<file path="src/rtl/spq_pkg.sv">
// Shared types and constants for the sorted priority queue.
package spq_pkg;

  localparam int unsigned DepthDef     = 16;
  localparam int unsigned DataWidthDef = 16;
  localparam int unsigned PrioWidth    = 16;
  localparam int unsigned OccWidth     = 5;

  typedef enum logic {
    CMD_ENQ = 1'b0,
    CMD_DEQ = 1'b1
  } cmd_e;

  // per-cell control for the current cycle
  typedef struct packed {
    logic enq;  // accepted enqueue into a non-full queue
    logic deq;  // accepted dequeue from a non-empty queue
    logic occ;  // cell holds a live entry
  } cell_ctrl_t;

endpackage

</file>
<file path="src/rtl/spq_cell.sv">
// One slot of the sorted shift chain: holds, inserts, or takes a neighbor entry.
module spq_cell import spq_pkg::*; #(
  parameter int unsigned DATA_WIDTH = DataWidthDef
) (
  input  logic                        clk_i,
  input  cell_ctrl_t                  ctrl_i,
  input  logic [DATA_WIDTH-1:0]       new_data_i,
  input  logic signed [PrioWidth-1:0] new_prio_i,
  input  logic                        left_stays_i,
  input  logic [DATA_WIDTH-1:0]       left_data_i,
  input  logic signed [PrioWidth-1:0] left_prio_i,
  input  logic [DATA_WIDTH-1:0]       right_data_i,
  input  logic signed [PrioWidth-1:0] right_prio_i,
  output logic                        stays_o,
  output logic [DATA_WIDTH-1:0]       data_o,
  output logic signed [PrioWidth-1:0] prio_o
);

  logic [DATA_WIDTH-1:0]       data_q, data_d;
  logic signed [PrioWidth-1:0] prio_q, prio_d;

  // entry ahead of the new word: equal priorities keep arrival order
  assign stays_o = ctrl_i.occ && (new_prio_i <= prio_q);

  always_comb begin
    data_d = data_q;
    prio_d = prio_q;
    if (ctrl_i.enq && !stays_o) begin
      if (left_stays_i) begin
        data_d = new_data_i;
        prio_d = new_prio_i;
      end else begin
        data_d = left_data_i;
        prio_d = left_prio_i;
      end
    end else if (ctrl_i.deq) begin
      data_d = right_data_i;
      prio_d = right_prio_i;
    end
  end

  always_ff @(posedge clk_i) begin
    data_q <= data_d;
    prio_q <= prio_d;
  end

  assign data_o = data_q;
  assign prio_o = prio_q;

endmodule

</file>
<file path="src/rtl/sorted_priority_queue_core.sv">
// Sorted priority queue built as a shift chain of cells, front entry in cell 0.
// The result word is registered when the command is accepted and is valid in the following cycle.
// Throughput: one command per cycle unless the input is stalled; every cell compares and shifts in parallel.
// A result word held by a stalled receiver stalls the input until it is taken.
// Reset clears the internal entry count and the output valid flag; slot contents are
// left undefined and are never read before being written.
module sorted_priority_queue_core import spq_pkg::*; #(
  parameter int unsigned DEPTH      = DepthDef,
  parameter int unsigned DATA_WIDTH = DataWidthDef
) (
  input  logic                        clk_i,
  input  logic                        rst_ni,
  input  logic                        in_valid_i,
  output logic                        in_stall_o,
  input  logic                        command_i,
  input  logic [DATA_WIDTH-1:0]       item_data_i,
  input  logic signed [PrioWidth-1:0] item_priority_i,
  output logic                        out_valid_o,
  input  logic                        out_stall_i,
  output logic [DATA_WIDTH-1:0]       out_data_o,
  output logic signed [PrioWidth-1:0] out_priority_o,
  output logic                        was_empty_o,
  output logic                        was_full_o,
  output logic [OccWidth-1:0]         occupancy_o
);

  localparam int unsigned CntWidth = $clog2(DEPTH + 1);

  logic [CntWidth-1:0] count_q, count_d;
  logic                fire, full, empty, enq_ok, deq_ok;

  logic                        out_valid_q;
  logic [DATA_WIDTH-1:0]       out_data_q;
  logic signed [PrioWidth-1:0] out_prio_q;
  logic                        out_empty_q, out_full_q;
  logic [OccWidth-1:0]         occ_q;

  logic                        stays    [DEPTH];
  logic [DATA_WIDTH-1:0]       cell_data[DEPTH];
  logic signed [PrioWidth-1:0] cell_prio[DEPTH];

  assign in_stall_o = out_valid_q && out_stall_i;
  assign fire       = in_valid_i && !in_stall_o;
  assign full       = (count_q == CntWidth'(DEPTH));
  assign empty      = (count_q == '0);
  assign enq_ok     = fire && (cmd_e'(command_i) == CMD_ENQ) && !full;
  assign deq_ok     = fire && (cmd_e'(command_i) == CMD_DEQ) && !empty;

  for (genvar i = 0; i < DEPTH; i++) begin : g_cell
    cell_ctrl_t                  ctrl;
    logic                        left_stays;
    logic [DATA_WIDTH-1:0]       left_data, right_data;
    logic signed [PrioWidth-1:0] left_prio, right_prio;

    assign ctrl.enq = enq_ok;
    assign ctrl.deq = deq_ok;
    assign ctrl.occ = (CntWidth'(i) < count_q);

    if (i == 0) begin : g_head
      assign left_stays = 1'b1;
      assign left_data  = item_data_i;
      assign left_prio  = item_priority_i;
    end else begin : g_body
      assign left_stays = stays[i-1];
      assign left_data  = cell_data[i-1];
      assign left_prio  = cell_prio[i-1];
    end

    if (i == DEPTH - 1) begin : g_tail
      assign right_data = '0;
      assign right_prio = '0;
    end else begin : g_next
      assign right_data = cell_data[i+1];
      assign right_prio = cell_prio[i+1];
    end

    spq_cell #(
      .DATA_WIDTH(DATA_WIDTH)
    ) u_cell (
      .clk_i,
      .ctrl_i      (ctrl),
      .new_data_i  (item_data_i),
      .new_prio_i  (item_priority_i),
      .left_stays_i(left_stays),
      .left_data_i (left_data),
      .left_prio_i (left_prio),
      .right_data_i(right_data),
      .right_prio_i(right_prio),
      .stays_o     (stays[i]),
      .data_o      (cell_data[i]),
      .prio_o      (cell_prio[i])
    );
  end

  always_comb begin
    count_d = count_q;
    if (enq_ok) begin
      count_d = count_q + 1'b1;
    end else if (deq_ok) begin
      count_d = count_q - 1'b1;
    end
  end

  always_ff @(posedge clk_i or negedge rst_ni) begin
    if (!rst_ni) begin
      count_q     <= '0;
      out_valid_q <= 1'b0;
    end else begin
      count_q <= count_d;
      if (fire) begin
        out_valid_q <= 1'b1;
      end else if (!out_stall_i) begin
        out_valid_q <= 1'b0;
      end
    end
  end

  always_ff @(posedge clk_i) begin
    if (fire) begin
      out_data_q  <= deq_ok ? cell_data[0] : '0;
      out_prio_q  <= deq_ok ? cell_prio[0] : '0;
      out_empty_q <= (cmd_e'(command_i) == CMD_DEQ) && empty;
      out_full_q  <= (cmd_e'(command_i) == CMD_ENQ) && full;
    end
  end

  // occupancy reports the low bits of the count
  always_ff @(posedge clk_i) begin
    if (fire) begin
      occ_q <= OccWidth'(count_d);
    end
  end

  assign out_valid_o    = out_valid_q;
  assign out_data_o     = out_data_q;
  assign out_priority_o = out_prio_q;
  assign was_empty_o    = out_empty_q;
  assign was_full_o     = out_full_q;
  assign occupancy_o    = occ_q;

endmodule
</file>
<file path="config.mk">
export PLATFORM = sky130hd
export DESIGN_NAME = sorted_priority_queue_core
export DESIGN_NICKNAME = d
export VERILOG_FILES = /design/src/rtl/spq_pkg.sv /design/src/rtl/spq_cell.sv /design/src/rtl/sorted_priority_queue_core.sv
export SDC_FILE = /design/constraint.sdc
export NUM_CORES = 1
export LEC_CHECK = 0
export ABC_AREA = 1
export BUFFER_PORTS_ARGS = -buffer_cell sky130_fd_sc_hd__buf_2
export CORE_AREA = 2 2 277 279
export CTS_CLUSTER_DIAMETER = 120
export CTS_CLUSTER_SIZE = 16
export DETAILED_ROUTE_END_ITERATION = 12
export DIE_AREA = 0 0 279 281
export GPL_TIMING_DRIVEN = 0
export HOLD_SLACK_MARGIN = 0.02
export PLACE_DENSITY = 0.72
export SKIP_LAST_GASP = 1
export SLEW_MARGIN = 10
export SYNTH_ARGS = -nofsm -noshare
export SYNTH_HDL_FRONTEND = slang
export SYNTH_SLANG_ARGS = --single-unit
</file>
<file path="constraint.sdc">
create_clock -name clk_i -period 4.71 [get_ports clk_i]
set_clock_uncertainty 0.1 [all_clocks]
set_input_delay 0.471 -clock clk_i [delete_from_list [all_inputs] [get_ports clk_i]]
set_output_delay 0.471 -clock clk_i [all_outputs]
set_load 0.02 [all_outputs]
</file>
---- After elaboration in Yosys (flattened, before gate mapping) ----
Cells that the tools add are included.
cells by class
  $add $sub $neg .......................... 2
  reductions and logical operators ........ 76
  $lt $le $gt $ge ......................... 32
  bitwise logic cells ..................... 1
  equality and inequality tests ........... 2
  multiplexer cells ....................... 97
operators with widths
  cell                                                                      count
  16-bit 2-to-1 mux                                                         93
  16-bit less-or-equal comparator                                           16
  1-bit logical AND                                                         40
  4-bit by 5-bit < comparator with 1-bit output (first input constant)      8
  2-bit nonzero test                                                        16
  3-bit by 5-bit < comparator with 1-bit output (first input constant)      4
  1-bit logical NOT                                                         19
  1-bit by 5-bit < comparator with 1-bit output (first input constant)      2
  2-bit by 5-bit < comparator with 1-bit output (first input constant)      2
  5-bit 2-to-1 mux                                                          2
  5-bit by 1-bit adder with 5-bit output (second input constant)            1
  5-bit equality test (second input constant)                               1
  5-bit logical NOT                                                         1
  5-bit by 1-bit subtractor with 5-bit output (second input constant)       1
  1-bit 2-to-1 mux                                                          2
  2-bit by 1-bit inequality test with 1-bit output (second input constant)  1
  1-bit inverter                                                            1
word-level totals
  input port bits ......................... 37
  register bits ........................... 557
  logic and storage cells ................. 249

---- Longest topological paths before layout ----
Gate-level depths: netlist of the first run.
  depth in word-level cells ............... 7
  gate-level depth with buffers ........... 19
  gate-level depth less buffers ........... 18

---- Hierarchy ----
A second synthesis of the first run with hierarchy kept.
unflattened totals
  cell total of the unflattened synthesis .. 4258
  area, all modules ....................... 38659.6 µm²
modules (own cells, without submodules)
  module                            sequential area each (µm²)  area each (µm²)  cells an instance  times used
  spq_cell at g_cell[0].u_cell ...  960.9                       2288.4           253                13
  spq_cell at g_cell[7].u_cell ...  960.9                       2287.2           255                3
  sorted_priority_queue_core        1321.3                      2048.2           204                1

---- Worst setup path before layout of the first run ----
Ideal clock, no wire load.
  path kind ............................... register to register
  start point ............................. reg out_valid_q (netlist: out_valid_o)
  end point ............................... reg g_cell[14].u_cell.data_q[0] (enable)
  required time ........................... 4.221 ns
  cell stages (with the launch flop) ...... 12
  arrival ................................. 4.160 ns
  period minus slack after synthesis ...... 4.649 ns
  buffers on the path ..................... 2
  setup slack ............................. 0.061 ns
  path through ............................ dfrtp_1 nand2_1 inv_1 nor2_1 inv_1 nor2_1 nand2_1 inv_2 buf_6 nand2_1 buf_4 nand2_1
on the way
  longest elaborated chain between the ends .. 7
  elaborated cells on any way between the ends .. 9
ends and longest elaborated chain
  item                             line                               source
  start: declaration               sorted_priority_queue_core.sv:32   logic out_valid_q;
  start signal: assignment         sorted_priority_queue_core.sv:107  out_valid_q <= 1'b0;
  start signal: assignment         sorted_priority_queue_core.sv:111  out_valid_q <= 1'b1;
  start signal: assignment         sorted_priority_queue_core.sv:113  out_valid_q <= 1'b0;
  1-bit logical AND *              sorted_priority_queue_core.sv:42   assign in_stall_o = out_valid_q && out_stall_i;
  net in_stall_o                   sorted_priority_queue_core.sv:14   output logic in_stall_o,
  1-bit logical NOT *              sorted_priority_queue_core.sv:43   assign fire = in_valid_i && !in_stall_o;
  1-bit logical AND *              sorted_priority_queue_core.sv:43
  net fire                         sorted_priority_queue_core.sv:30   logic fire, full, empty, enq_ok, deq_ok;
  1-bit logical AND (2 in series)  sorted_priority_queue_core.sv:46   assign enq_ok = fire && (cmd_e'(command_i) == CMD_ENQ) && !full;
  1-bit logical AND                spq_cell.sv:28                     if (ctrl_i.enq && !stays_o) begin
  2-bit nonzero test (no line) *   -
  end signal: assignment           spq_cell.sv:43                     data_q <= data_d;
  end: declaration                 spq_cell.sv:19                     logic [DATA_WIDTH-1:0] data_q, data_d;
Mark *: on every way through the listed nets, which the timed path passes. The rest lies on a longest branch.
A chain may end at the register's enable or synchronous reset.

---- Final worst setup path of the first run ----
  start point ............................. reg g_cell[9].u_cell.prio_q[15]
  end point ............................... reg g_cell[9].u_cell.data_q[8] (enable)
on the way
  longest elaborated chain between the ends .. 5
ends and longest elaborated chain
  item                             line            source
  start: declaration               spq_cell.sv:20  logic signed [PrioWidth-1:0] prio_q, prio_d;
  start signal: assignment         spq_cell.sv:44  prio_q <= prio_d;
  16-bit less-or-equal comparator  spq_cell.sv:23  assign stays_o = ctrl_i.occ && (new_prio_i <= prio_q);
  1-bit logical AND                spq_cell.sv:23
  1-bit logical NOT                spq_cell.sv:28
  1-bit logical AND                spq_cell.sv:28
  2-bit nonzero test (no line)     -
  end signal: assignment           spq_cell.sv:43
  end: declaration                 spq_cell.sv:19
No other way between the ends.

==> results of run 1 <==
==> state kept, by name, summed over array words and instances, names as in the netlist <==
| register | cells |
|---|---|
| occupancy_o | 5 |
| was_full_o | 1 |
| out_priority_o | 16 |
| out_valid_o | 1 |
| g_cell.u_cell.prio_o | 256 |
| was_empty_o | 1 |
| count_q | 5 |
| out_data_o | 16 |
| g_cell.u_cell.data_o | 256 |
==> per-stage QoR <==
stage / instance area, µm² / TNS [ns] / util [%] / power (µW)
floorplan: 37300 / 0 / - / 13100
global placement: 38900 / -1213.21 / 51.6 / 15100
detailed placement: 39000 / -5.49 / 51.7 / 15300
CTS: 40100 / 0 / 53.1 / 18600
global route: 40100 / 0 / 53.2 / 20000
finish: 40100 / 0 / 53.2 / 18600
==> power by group through the flow <==
stage,clock [µW],combinational [µW],sequential [µW]
floorplan,0,5880,7200
global placement,0,7720,7330
detailed placement,0,7940,7340
CTS,3390,7970,7230
global route,3540,9150,7330
finish,3340,7990,7240
==> timing repair <==
item / CTS / global route
hold buffers: 3 / 0
setup buffers: 0 / 0
endpoints found under the hold margin: 7 / 0
==> synthesized netlist by cell type (5+ instances only) <==
library cell and instances:
nand2_1 2576, nand3_1 581, edfxtp_1 551, inv_1 409, ha_1 259, clkbuf_1 130
a21oi_1 124, buf_2 109, nor2_1 108, o21ai_0 55, buf_4 25, inv_2 19
nor3_1 17, nand4_1 16, a21o_1 15, nand2_2 15, dfrtp_1 6, o21bai_1 5
==> final cells by class <==
| class | instances | area (µm²) |
|---|---|---|
| inverters | 431 | 1620 |
| clock buffers | 50 | 1060 |
| plain buffers | 269 | 1250 |
| clock inverters | 3 | 22.5 |
| flip-flops and latches | 557 | 16700 |
| diodes | 4 | 10.0 |
| multi-input cells | 3795 | 17800 |
| repair buffers | 81 | 435 |
| well taps | 978 | 1220 |
| fillers | 7397 | 35300 |
==> worst register-to-register path: stages (launching register included) <==
cell and delay, ns:
edfxtp_1 0.41, inv_1 0.06, ha_1 0.34, nand2_1 0.11, nor3_1 0.43, nand2_1 0.14, nand3_1 0.09, nand3_1 0.29
nand2_1 0.34, nand2_1 0.26, buf_2 0.26, nand2_2 0.58
==> logic make-up (layout without fill, tap and decap cells) <==
family                   count (synthesis)  count (layout)  synth area share (%)
adder cells (fa/ha/maj)                259             259                  8.68
AND/OR/NAND/NOR                       3319            3319                  35.7
AO/OA/AOI/OAI                          214             214                  3.19
buffers and inverters                  700             834                  7.68
flip-flops                             557             557                  44.7
other                                    0               4                     0
XOR/XNOR                                 3               3                0.0704
==> worst paths after layout <==
check                                                          to  slack [ns]  cells past startpoint
setup / recovery             g_cell[9].u_cell.data_o[8]$_DFFE_PP_        0.91                     11
setup reg to reg             g_cell[9].u_cell.data_o[8]$_DFFE_PP_        0.91                     11
min in group clk_i                           was_full_o$_DFFE_PP_        0.16                      2
max in group asynchronous                    count_q[0]$_DFF_PN0_        4.22                      2
hold / removal                            out_valid_o$_DFFE_PN0P_        0.14                      2
hold reg to reg            g_cell[14].u_cell.data_o[12]$_DFFE_PP_        0.42                      2
==> layer usage <==
metal / GRT usage (%) / vias up / routed length, µm
li1: - / 16500 / -
met5: 0 / - / 13
met2: 45.1 / 849 / 47700
met3: 2.06 / 158 / 5000
met4: 8.41 / 2 / 3150
met1: 32.1 / 13900 / 43000
==> results.md, run 1 <==
- Status: complete, no violations
- Min Tclk post-route: 3.80 ns
- Clock share of power: 18.0%
- Worst-Skew Late Latency: 0.60 ns
- Buffers & Inverters on Critical Path: 2
- Post-synth top flop: edfxtp_1
- Startpoint types: register
- Ranking of synthesized cells by area: edfxtp_1 44%, nand2_1 26%, ha_1 8.7%
- Seq/Total Area, Yosys: 44.7%
- Critical Path Max Stage Delay: 0.58 ns
- Fmax: 263 MHz
- Ys Warns: 0
- Relative slew slack: 38.3%
- Routed via count: 31,400
- Cell taking the most area after synthesis: edfxtp_1
- Setup-failing EPs final: 0
- Root buffer cell: clkbuf_16
- Cells after Synth: 5,052
- Async set-or-reset flop fraction in the synthesized netlist: 1.08%
- Mean Syn Cell Area: 7.39 µm²
- Non-filler instance count after layout: 6,168
- Crit. Startpoint: g_cell[9].u_cell.prio_o[15]$_DFFE_PP_
- Number of synthesized flops with an enable pin: 551
- Crit path max fanout: 32
- Crit path cell chain: inv_1 -> ha_1 -> nand2_1 -> nor3_1 -> nand2_1 -> nand3_1 -> nand3_1 -> nand2_1 -> nand2_1 -> buf_2 -> nand2_2
- Fin worst setup slack: 0.913 ns
- Most used cell, CP: nand2_1
- First-pass GRT wire length: 157,000 µm
- Worst vdd ir: 0.295 mV
- Area grow syn2layout: 7.50%
- Max-cap violations: 0
- Drt initial violations: 2,443
- Die W: 279 µm
- Nets: 5,471
- Commonest cells after routing, fill and taps aside: 2,560 x nand2_1, 581 x nand3_1, 551 x edfxtp_1, 409 x inv_1, 259 x ha_1
- CP max stage cell: nand2_2
- Post-synth cell types: 38
- Die height: 281 µm
- Residual DRC: 0
- RR Startpoint: g_cell[9].u_cell.prio_o[15]$_DFFE_PP_
- Routed vias/inst: 5.09
- Pleak: 0.0205 µW
- Worst slew pin tran: 0.925 ns
- Die area: 0.0784 mm²
- # H-tree levels: 2
- CTS tree: done
- Dpl cells: 6,108
- Critical path capture point type: register
- Post-cts gate resize count: 0
- Core Box Area: 0.0754 mm²
- Detail Route Antenna Nets: 0
- Hold Slack: 0.135 ns
- Pre-CTS setup slack: -0.0775 ns
- WS Path Type: reg -> reg
- Routed len/inst: 16.0 µm
- Reg power frac: 39.0%
- Internal power: 10,700 µW
- Net switching power: 7870 µW
- Synth top area share: 44.3%
- CTS Buf Count: 40
- Max-slew violations: 0
- Number of port buffers: 77
- # IOs: 78
- DP HPWL: 80,700 µm
- Clock sink count: 557
- Initial Util: 49.5%
- Clock tree buffer depth: 3
- Switching power share of the total: 42.3%
- Power Density: 463 mW/mm²
- Post-Syn Area: 0.0373 mm²
- Remaining Overflow, GRT: 0
- Number of global-route vias before repair: 30,300
- # rows: 101
- Register clock-pin slew on the reported worst setup and hold paths: 0.08 ns
- Final hold violations: 0
- Hold Path Class: in -> async
- Mapped Nets: 5,348
- WP data arrival: 3.92 ns
- DRT Pass-1 Iters: 6
- Yosys reg bits: 557
- Fin crit share: 80.6%
- Most common cell after layout, fill and taps aside: nand2_1
- Antenna violations before repair: 4
- Worst EP required: 4.83 ns
- Total GRT Usage: 25.2%
- Largest net degree at the start of global routing: 33
- GPL Wtd Cong: 0.925
- Logic pwr share: 43.0%
- CP top delay family: simple AND/OR/NAND/NOR gates
- RSZ-0062 raised after global routing: false
- Share of cells above drive strength 1: 6.13%
- Final wirelength: 98,900 µm
Power figures use the tool's default switching activity.
==> inputs of run 2 (changes only) <==
--- a/config.mk
+++ b/config.mk
@@ -5,13 +5,13 @@
 export SDC_FILE = /design/constraint.sdc
 export NUM_CORES = 1
 export LEC_CHECK = 0
-export ABC_AREA = 1
+export ABC_AREA = 0
 export BUFFER_PORTS_ARGS = -buffer_cell sky130_fd_sc_hd__buf_2
-export CORE_AREA = 2 2 277 279
+export CORE_AREA = 2 2 288 290
 export CTS_CLUSTER_DIAMETER = 120
 export CTS_CLUSTER_SIZE = 16
 export DETAILED_ROUTE_END_ITERATION = 12
-export DIE_AREA = 0 0 279 281
+export DIE_AREA = 0 0 290 292
 export GPL_TIMING_DRIVEN = 0
 export HOLD_SLACK_MARGIN = 0.02
 export PLACE_DENSITY = 0.72
==> constraint.sdc (replaced) <==
create_clock -name clk_i -period 3.4 [get_ports clk_i]
set_clock_uncertainty 0.1 [all_clocks]
set_input_delay 0.34 -clock clk_i [delete_from_list [all_inputs] [get_ports clk_i]]
set_output_delay 0.34 -clock clk_i [all_outputs]
set_load 0.02 [all_outputs]
==> results.md, run 2 <==
- Power Density: 596 mW/mm² (+29%)
- Commonest cells after routing, fill and taps aside: 551 x edfxtp_1, 473 x mux2i_1, 324 x a21oi_1, 253 x ha_1, 252 x inv_1
- # rows: 105 (+4.0%)
- First-pass GRT wire length: 199,000 µm (+27%)
- Fin worst setup slack: -0.0798 ns (-0.993 ns)
- Design area: 0.0459 mm² (+14%)
- Worst-Skew Late Latency: 0.62 ns (+0.02 ns)
- Synth top area share: 40.9% (-3.5 points)
- Number of synthesized flops with an enable pin: 551 (unchanged)
- Number of global-route vias before repair: 32,500 (+7.4%)
- Reg2Reg Depth: 14 (+3)
- Relative slew slack: 25.4% (-13 points)
- CTS tree: done
- Register Area: 0.0167 mm² (about the same)
- Die W: 290 µm (+3.9%)
- Worst vdd ir: 0.384 mV (+30%)
- Power Total: 27,300 µW (+47%)
- Post-synth cell types: 79 (+110%)
- Post-Route Setup TNS: -0.951 ns (-0.951 ns)
- Area grow syn2layout: 13.3%
- Mean Syn Cell Area: 10.0 µm² (+36%)
- Root buffer cell: clkbuf_16
- Fillers: 7,073 (-4.4%)
- WP data arrival: 3.76 ns (-0.16 ns)
- Drt initial violations: 3,976 (+63%)
- Final hold violations: 0 (unchanged)
- Seq/Total Area, Yosys: 41.2% (-3.5 points)
- Initial Util: 49.6% (+0.15 points)
- Register clock-pin slew on the reported worst setup and hold paths: 0.08 ns (about the same)
- Max-slew violations: 0 (unchanged)
- Fmax: 287 MHz (+9.1%)
- Cell taking the most area after synthesis: edfxtp_1
- Routed via count: 33,500 (+6.7%)
- Top-count cell post-synth: edfxtp_1
- Clock sink count: 557 (unchanged)
- Pre-CTS setup slack: -2.96 ns (-2.88 ns)
- Clock tree buffer depth: 3 (unchanged)
- Ranking of synthesized cells by area: edfxtp_1 41%, mux2i_1 12%, ha_1 8.0%
- Nets: 4,567 (-17%)
- Post-Syn Area: 0.0405 mm² (+8.5%)
- # IOs: 78 (unchanged)
- Most common cell after layout, fill and taps aside: edfxtp_1
- Max-cap violations: 0 (unchanged)
- Antenna violations before repair: 4 (unchanged)
- Crit path max fanout: 8 (-75%)
- Number of port buffers: 77 (unchanged)
- Worst Hold Depth: 2
- Post-synth top flop: edfxtp_1
- Core Box Area: 0.0816 mm² (+8.1%)
- Min Tclk post-route: 3.48 ns (-0.317 ns)
- Hold path startpoint: command_i
- Setup-failing EPs final: 26 (+26)
- Placed Area: 0.0424 mm² (+8.7%)
- Min-Delay Endpoint: was_full_o$_DFFE_PP_
- Detail Route Antenna Nets: 0 (unchanged)
- Cells after Synth: 4,044 (-20%)
- Die height: 292 µm (+3.9%)
- Routed vias/inst: 6.27 (+23%)
- Pleak: 0.0195 µW (-4.8%)
- DRT Pass-1 Iters: 6 (unchanged)
- Share of cells above drive strength 1: 17.6% (+12 points)
- Worst slew pin tran: 1.11 ns (+0.188 ns)
- Worst EP required: 3.68 ns (-1.15 ns)
- Largest net degree at the start of global routing: 33 (unchanged)
- Status: finished, violations left
- R2R Setup Slk: -0.08 ns (-0.99 ns)
- DP HPWL: 104,000 µm (+29%)
- Final wirelength: 136,000 µm (+38%)
- Residual DRC: 0 (unchanged)
- Critical path capture point type: register
- Hold Path Class: in -> reg
- Failing checks: setup timing
- Total GRT Usage: 30.9% (+5.7 points)
- Mapped Nets: 4,340 (-19%)
- Yosys reg bits: 557 (unchanged)
- Routed len/inst: 25.5 µm (+59%)
- Async set-or-reset flop fraction in the synthesized netlist: 1.08% (unchanged)
- Fin crit share: 102% (+22 points)
- RSZ-0062 raised after global routing: true
- Worst flop-to-flop path endpoint: g_cell[5].u_cell.data_o[12]$_DFFE_PP_
- Startpoint types: register
- WS Path Type: reg -> reg
- Remaining Overflow, GRT: 0 (unchanged)
- CTS Buf Count: 40 (unchanged)
- Most frequent cells after synthesis: 551 x edfxtp_1, 474 x mux2i_1, 329 x a21oi_1, 259 x ha_1, 259 x inv_1
- Hold Slack: 0.0762 ns (-0.0593 ns)
- Die area: 0.0847 mm² (+8.0%)
- Ys Warns: 0 (unchanged)
- Multi-input gate area: 0.0220 mm² (+24%)
- GPL Wtd Cong: 0.962 (+4.0%)
- RR Startpoint: g_cell[4].u_cell.prio_o[9]$_DFFE_PP_
- # H-tree levels: 2 (unchanged)
-- run 2: cell types whose count changed after synthesis, sizes merged, moves of 78 or more --
cell / delta
a21oi: +205
clkbuf: +116
inv: -169
mux2: +201
mux2i: +474
nand2: -2340
nand3: -371
nand3b: +78
o21ai: +205
-- run 2: cells by family after synthesis --
family | synth area share [%]
buffers and inverters | 6.95
adders and majority gates | 8.00
muxes | 17.6
xor gates and xnor gates | 0.130
AOI/OAI and AO/OA | 11.8
DFF | 41.2
and+or+nand+nor | 14.4
-- run 2: through the flow --
step / utilization (%) / instances
final: 56.3 / 5353
after global placement: 51.8 / 5191
after global routing: 56.2 / 5352
after CTS: 55.1 / 5308
after floorplan: - / 4044
after detailed placement: 51.9 / 5194
-- run 2: area by class of cell --
| class | instances | share of cell area, % |
|---|---|---|
| Timing Repair inverter | 3 | 0.0382 |
| Clock inverter | 2 | 0.0872 |
| Antenna cell | 1 | 0.00545 |
| Sequential cell | 557 | 36.4 |
| Multi-Input combinational cell | 2882 | 48.0 |
| Buffer | 345 | 4.66 |
| Inverter | 259 | 2.13 |
| Timing Repair Buffer | 183 | 3.46 |
| Tap cell | 1070 | 2.92 |
| Clock buffer | 51 | 2.32 |
-- run 2: worst max-delay path, cell delays in order (launching register included) --
cell,delay (ns)
edfxtp_1,0.44
inv_2,0.12
ha_4,0.21
a21o_1,0.15
a21o_1,0.15
a221o_1,0.43
a211oi_4,0.24
buf_6,0.13
buf_6,0.10
buf_12,0.13
buf_4,0.12
buf_12,0.11
mux2i_1,0.11
or3_4,0.45
mux2_4,0.27
-- run 2: how the worst max path moves through the flow --
stage,start,endpoint,slack [ns]
2_1_floorplan,item_priority_i[0],g_cell[2].u_cell.data_o[0]$_DFFE_PP_,-0.28
6_report,g_cell[4].u_cell.prio_o[9]$_DFFE_PP_,g_cell[5].u_cell.data_o[12]$_DFFE_PP_,-0.08
3_5_place_dp,out_stall_i,g_cell[9].u_cell.data_o[3]$_DFFE_PP_,-2.96
5_1_grt,g_cell[4].u_cell.prio_o[9]$_DFFE_PP_,g_cell[5].u_cell.prio_o[0]$_DFFE_PP_,-0.17
4_1_cts,g_cell[4].u_cell.prio_o[9]$_DFFE_PP_,g_cell[5].u_cell.data_o[7]$_DFFE_PP_,-0.07
3_3_place_gp,out_stall_i,g_cell[15].u_cell.prio_o[10]$_SDFFCE_PN0P_,-2.65
-- run 2: what timing repair did --
item | CTS | global route
pin swaps | 29 | 38
setup buffers | 49 | 42
hold buffers | 4 | 0
endpoints found under the hold margin | 7 | 0
gates cloned | 16 | 7
endpoints found under the setup margin | 1046 | 815
gates resized for setup | 222 | 147
-- run 2: routing by layer --
metal | global-route usage (%) | share of wire (%)
met1 | 40.2 | 40
met2 | 51.4 | 47
met3 | 4.08 | 8.4
met4 | 14.3 | 4.9
met5 | 0 | 0.018
-- run 2: where the power goes --
group | switching, µW | internal, µW
registers | 865 | 9190
clock network | 2520 | 2210
logic | 7290 | 5250
